<file path="src/rtl/assert_macros.svh">
`ifndef ASSERT_MACROS_SVH
`define ASSERT_MACROS_SVH

// plain property, checked every clock outside reset
`define SWZ_ASSERT(lbl, clk, rst_n, prop) \
    lbl: assert property (@(posedge clk) disable iff (!rst_n) (prop)) \
        else $error("swz assertion failed");

// same-cycle implication
`define SWZ_ASSERT_IMP(lbl, clk, rst_n, ante, cons) \
    `SWZ_ASSERT(lbl, clk, rst_n, (ante) |-> (cons))

// next-cycle implication
`define SWZ_ASSERT_NEXT(lbl, clk, rst_n, ante, cons) \
    `SWZ_ASSERT(lbl, clk, rst_n, (ante) |=> (cons))

`endif

</file>
<file path="src/rtl/swz_pkg.sv">
package swz_pkg;

    localparam int MAX_WINDOW_DEF  = 256;
    localparam int SAMPLE_BITS_DEF = 16;
    localparam int LEN_BITS        = 9;
    localparam int LEN_MIN         = 2;
    localparam int LEN_RESET       = 256;
    localparam int SIGMA_BITS      = 16;
    localparam int FRAC_BITS       = 16;
    localparam int QUO_BITS        = 32;
    localparam int ROOT_BITS       = 16;
    localparam int CFG_IDX_BITS    = 2;

    localparam logic [CFG_IDX_BITS-1:0] CFG_LEN  = 2'd0;
    localparam logic [CFG_IDX_BITS-1:0] CFG_LOW  = 2'd1;
    localparam logic [CFG_IDX_BITS-1:0] CFG_HIGH = 2'd2;

    typedef enum logic [1:0] {
        ST_VALID = 2'd0,
        ST_FEW   = 2'd1,
        ST_FLAT  = 2'd2
    } t_status;

    typedef enum logic [3:0] {
        S_IDLE,
        S_UPD,
        S_MUL1,
        S_MUL2,
        S_MUL3,
        S_MUL4,
        S_DIVI,
        S_DIV,
        S_SQRT,
        S_DONE
    } t_state;

endpackage

</file>
<file path="src/rtl/swz_ram.sv">
module swz_ram #(
    parameter int WIDTH = swz_pkg::SAMPLE_BITS_DEF,
    parameter int DEPTH = swz_pkg::MAX_WINDOW_DEF
) (
    input  logic                     i_clk,
    input  logic                     i_we,
    input  logic [$clog2(DEPTH)-1:0] i_waddr,
    input  logic [WIDTH-1:0]         i_wdata,
    input  logic [$clog2(DEPTH)-1:0] i_raddr,
    output logic [WIDTH-1:0]         o_rdata
);
    logic [WIDTH-1:0] r_mem [DEPTH];
    logic [WIDTH-1:0] r_rdata;

    always_ff @(posedge i_clk) begin
        if (i_we) begin
            r_mem[i_waddr] <= i_wdata;
        end
        r_rdata <= r_mem[i_raddr];
    end

    assign o_rdata = r_rdata;
endmodule
</file>
<file path="config.mk">
export PLATFORM = sky130hd
export DESIGN_NAME = swz_ram
export DESIGN_NICKNAME = d
export VERILOG_FILES = /design/src/rtl/assert_macros.svh /design/src/rtl/swz_pkg.sv /design/src/rtl/swz_ram.sv
export SDC_FILE = /design/constraint.sdc
export NUM_CORES = 2
export LEC_CHECK = 0
export CAP_MARGIN = 20
export CORE_ASPECT_RATIO = 1.1
export CORE_MARGIN = 1.5
export CORE_UTILIZATION = 40
export CTS_BUF_LIST = sky130_fd_sc_hd__clkbuf_16
export CTS_CLUSTER_DIAMETER = 60
export DETAILED_ROUTE_END_ITERATION = 16
export DONT_BUFFER_PORTS = 1
export PLACE_DENSITY_LB_ADDON = 0.1
export SLEW_MARGIN = 20
export SYNTH_ARGS = -nofsm -noshare
export SYNTH_HDL_FRONTEND = slang
export SYNTH_SLANG_ARGS = --single-unit
</file>
<file path="constraint.sdc">
create_clock -name i_clk -period 2.45 [get_ports i_clk]
set_input_delay 0.1225 -clock i_clk [delete_from_list [all_inputs] [get_ports i_clk]]
set_output_delay 0.1225 -clock i_clk [all_outputs]
set_load 0.01 [all_outputs]
</file>
==> flow_metrics.tcl <==
set metrics [dict create \
    status "finished, violations left" \
    violations "negative hold slack, max-slew violations, negative setup slack" \
    min_from "i_wdata[10]" \
    synth-async-reset-ratio_pct 0 \
    cts_max_path_buffers 4 \
    cp.arrival_ns 3.41 \
    required_ns 3.31 \
    maxSlewHeadroom_pct -8.65 \
    overflow 0 \
    wl_um 472000 \
    synth_cell_types 52 \
    syn_nets 7394 \
    fin_ws_ns -0.0962 \
    area_growth_pct 17.3 \
    drc 0 \
    critPathMaxFanout 71 \
    antenna_found_initial 26 \
    clock_skew_ns 0.0524 \
    nets 8206 \
    synth-edff-count 4096 \
    dpl-instance-area_um2 170000 \
    syn_avg_cell_area_um2 21.6 \
    r2r_start "r_mem[161][11]$_DFFE_PP_" \
    seq_area_um2 123000 \
    r2r_end "o_rdata[11]$_DFF_P_" \
    maxCapViolations 0 \
    clk_latency_ns 0.98 \
    max_clock_freq_mhz 393 \
    die_y_um 664 \
    synth_warnings 0 \
    viasPerCell 5.78 \
    io_buffers 0 \
    multi_input_area_um2 33800 \
    rsz0062_at_grt "true" \
    timing.final.crit_share_pct 104 \
    finalPower_w 0.149 \
    endpoint_kind "flip-flop" \
    reg2regPathDepth 8 \
    yosysSeqAreaShare_pct 77.7 \
    syn_inst 7360 \
    synth_flop_cell "edfxtp_1" \
    netlist_area_um2 159000 \
    cts_buffers 441 \
    via_count 79836 \
    cts_sinks 4112 \
    finish.instance_area_um2 186000 \
    critical_path_class "input port to flip-flop" \
    start_util_pct 40.2 \
    synth.largest_area_cell "edfxtp_1" \
    synth.most_common_cell "edfxtp_1" \
    filler_cell_count 32941 \
    finalSetupViolCount 9 \
    ioPinCount 50 \
    grt_start_max_net_pins 257 \
    yosys_register_bits 4112 \
    power_density_nw_per_um2 801 \
    cts_max_level 5 \
    wl_per_cell_um 34.2 \
    drive_above_1_share_pct 29.3 \
    synthTopCellsByCount "4096 x edfxtp_1, 797 x mux4_2, 565 x mux2i_1" \
    ir_drop_v 0.000640 \
    whs_ns -0.730 \
    grt_pass1_vias 79973 \
    layout_min_cycle_time_ns 2.55 \
    final_max_slew_viol_count 37 \
    final_hold_viol_count 3243 \
    grt_usage_pct 23.1 \
    hold_class "input port to flip-flop" \
    worstMarginPinSlew_ns 1.63 \
    yosysTopAreaCellShare_pct 77.5 \
    grt_pass1_wl_um 650000 \
    dieArea_um2 401000 \
    die_w_um 604 \
    ant_nets 0 \
    r2r_setup_slack_ns -0.04 \
    power_leakage_nw 59.9 \
    clockRootBuffer "clkbuf_16" \
    holdPathEnd "r_mem[216][10]$_DFFE_PP_" \
    cts_tree "yes" \
    dp_slack_ns -2.92 \
    post_cts_buffers 0 \
    dr.pass1.iters 5 \
    rows 242 \
    clk_pin_slew_ns 0.06 \
    gp_congestion 0.831 \
    synthTopCellsByArea "edfxtp_1 77%, mux4_2 11%, mux2i_1 3.6%" \
    core_um2 395000 \
    worstSetupStartpointType "input port" \
    drtIter0Drc 8046 \
    hpwlAfterDp_um 247000 \
    hold_depth 0 \
]
layer usage:
metal	global-route usage, %	up-vias	share of wire, %
li1	-	33009	-
met1	32.1	43673	42
met2	37.7	2527	48
met3	3.63	615	5.9
met4	7.18	12	3.3
met5	0	-	0.019
cell usage in the layout, fill, tap and decap left out, types with 16 or more instances in the layout:
| master | n |
|---|---|
| a21oi_1 | 175 |
| diode_2 | 20 |
| buf_16 | 28 |
| clkinv_2 | 75 |
| a211oi_1 | 18 |
| mux2_2 | 85 |
| inv_1 | 98 |
| o22ai_1 | 148 |
| nand4_1 | 26 |
| clkinvlp_4 | 20 |
| bufbuf_16 | 20 |
| clkbuf_16 | 454 |
| mux2i_1 | 565 |
| a22oi_1 | 43 |
| nor3_1 | 83 |
| o21ai_0 | 36 |
| a221oi_1 | 16 |
| nor2_2 | 118 |
| buf_12 | 74 |
| nand2_1 | 37 |
| mux4_2 | 797 |
| dlygate4sd3_1 | 27 |
| nand3_1 | 26 |
| nor2_1 | 183 |
| dfxtp_1 | 16 |
| edfxtp_1 | 4096 |
| bufinv_16 | 38 |
| clkinv_1 | 105 |
| o221ai_1 | 249 |
| buf_4 | 656 |
timing repair:
action / 4_1_cts / 5_1_grt
setup endpoints to repair: 16 / 144
hold buffers: 34 / 4
pin swaps: 7 / 10
endpoints found under the hold margin: 6699 / 4017
resized for setup: 78 / 36
gates cloned: 24 / 7
cell families (layout without fill, tap and decap cells):
group	count (synthesis)	in the layout	synth area share, %
DFF	4112	4112	77.7
and+or+nand+nor	556	556	1.57
other	0	20	0
buffers and inverters	456	1636	1.69
AOI/OAI and AO/OA	786	786	3.54
muxes	1450	1450	15.5
worst max-delay path: stages:
cell and delay, ns:
buf_16 0.18, buf_16 0.22, buf_16 0.24, or2_4 0.31, buf_12 0.16, o221ai_1 0.23, buf_4 0.17, a21oi_1 0.07
o31ai_2 0.76, o32ai_2 0.20, buf_6 0.21, nor4_1 0.36
how the worst max path moves through the flow:
stage                                 start                       to  slack (ns)  depth (start not counted)
floorplan                        i_waddr[3]  r_mem[235][0]$_DFFE_PP_        0.16                          6
global placement                 i_raddr[0]       o_rdata[9]$_DFF_P_       -3.04                         11
detailed placement               i_raddr[0]       o_rdata[9]$_DFF_P_       -2.92                         12
CTS                  r_mem[26][2]$_DFFE_PP_       o_rdata[2]$_DFF_P_       -0.02                          6
global route        r_mem[31][10]$_DFFE_PP_      o_rdata[10]$_DFF_P_       -0.03                          6
finish                           i_raddr[1]      o_rdata[11]$_DFF_P_        -0.1                         12
sequential cells by signal (all words and copies together) (netlist names):
name,flops
r_mem,4096
o_rdata,16
where the power goes:
group / internal [W] / switching, W
logic: 0.00304 / 0.00392
clock network: 0.0370 / 0.0274
registers: 0.0776 / 0.000175
total: 0.118 / 0.0315
stage by stage:
| step | util (%) | TNS [ns] | hold WS [ns] | instances |
|---|---|---|---|---|
| 3_5_place_dp | 43.0 | -40.45 | 0.261 | 12904 |
| 2_1_floorplan | - | 0 | 0.221 | 7360 |
| 5_1_grt | 47.1 | -0.0871 | -0.815 | 13787 |
| 4_1_cts | 47.0 | -0.0420 | -0.807 | 13773 |
| 6_report | 47.1 | -0.301 | -0.730 | 13806 |
| 3_3_place_gp | 43.0 | -44.61 | 0.263 | 12895 |
final cells by class:
type / instances / share of cell area, %
multi-input combinational: 2792 / 18.2
inverter: 4 / 0.0148
clock buffer: 447 / 6.01
antenna: 20 / 0.0269
sequential: 4112 / 66.3
timing repair buffer: 821 / 4.50
tap: 5246 / 3.53
clock inverter: 364 / 1.49
No activity file was read; power rests on OpenSTA's default activity.
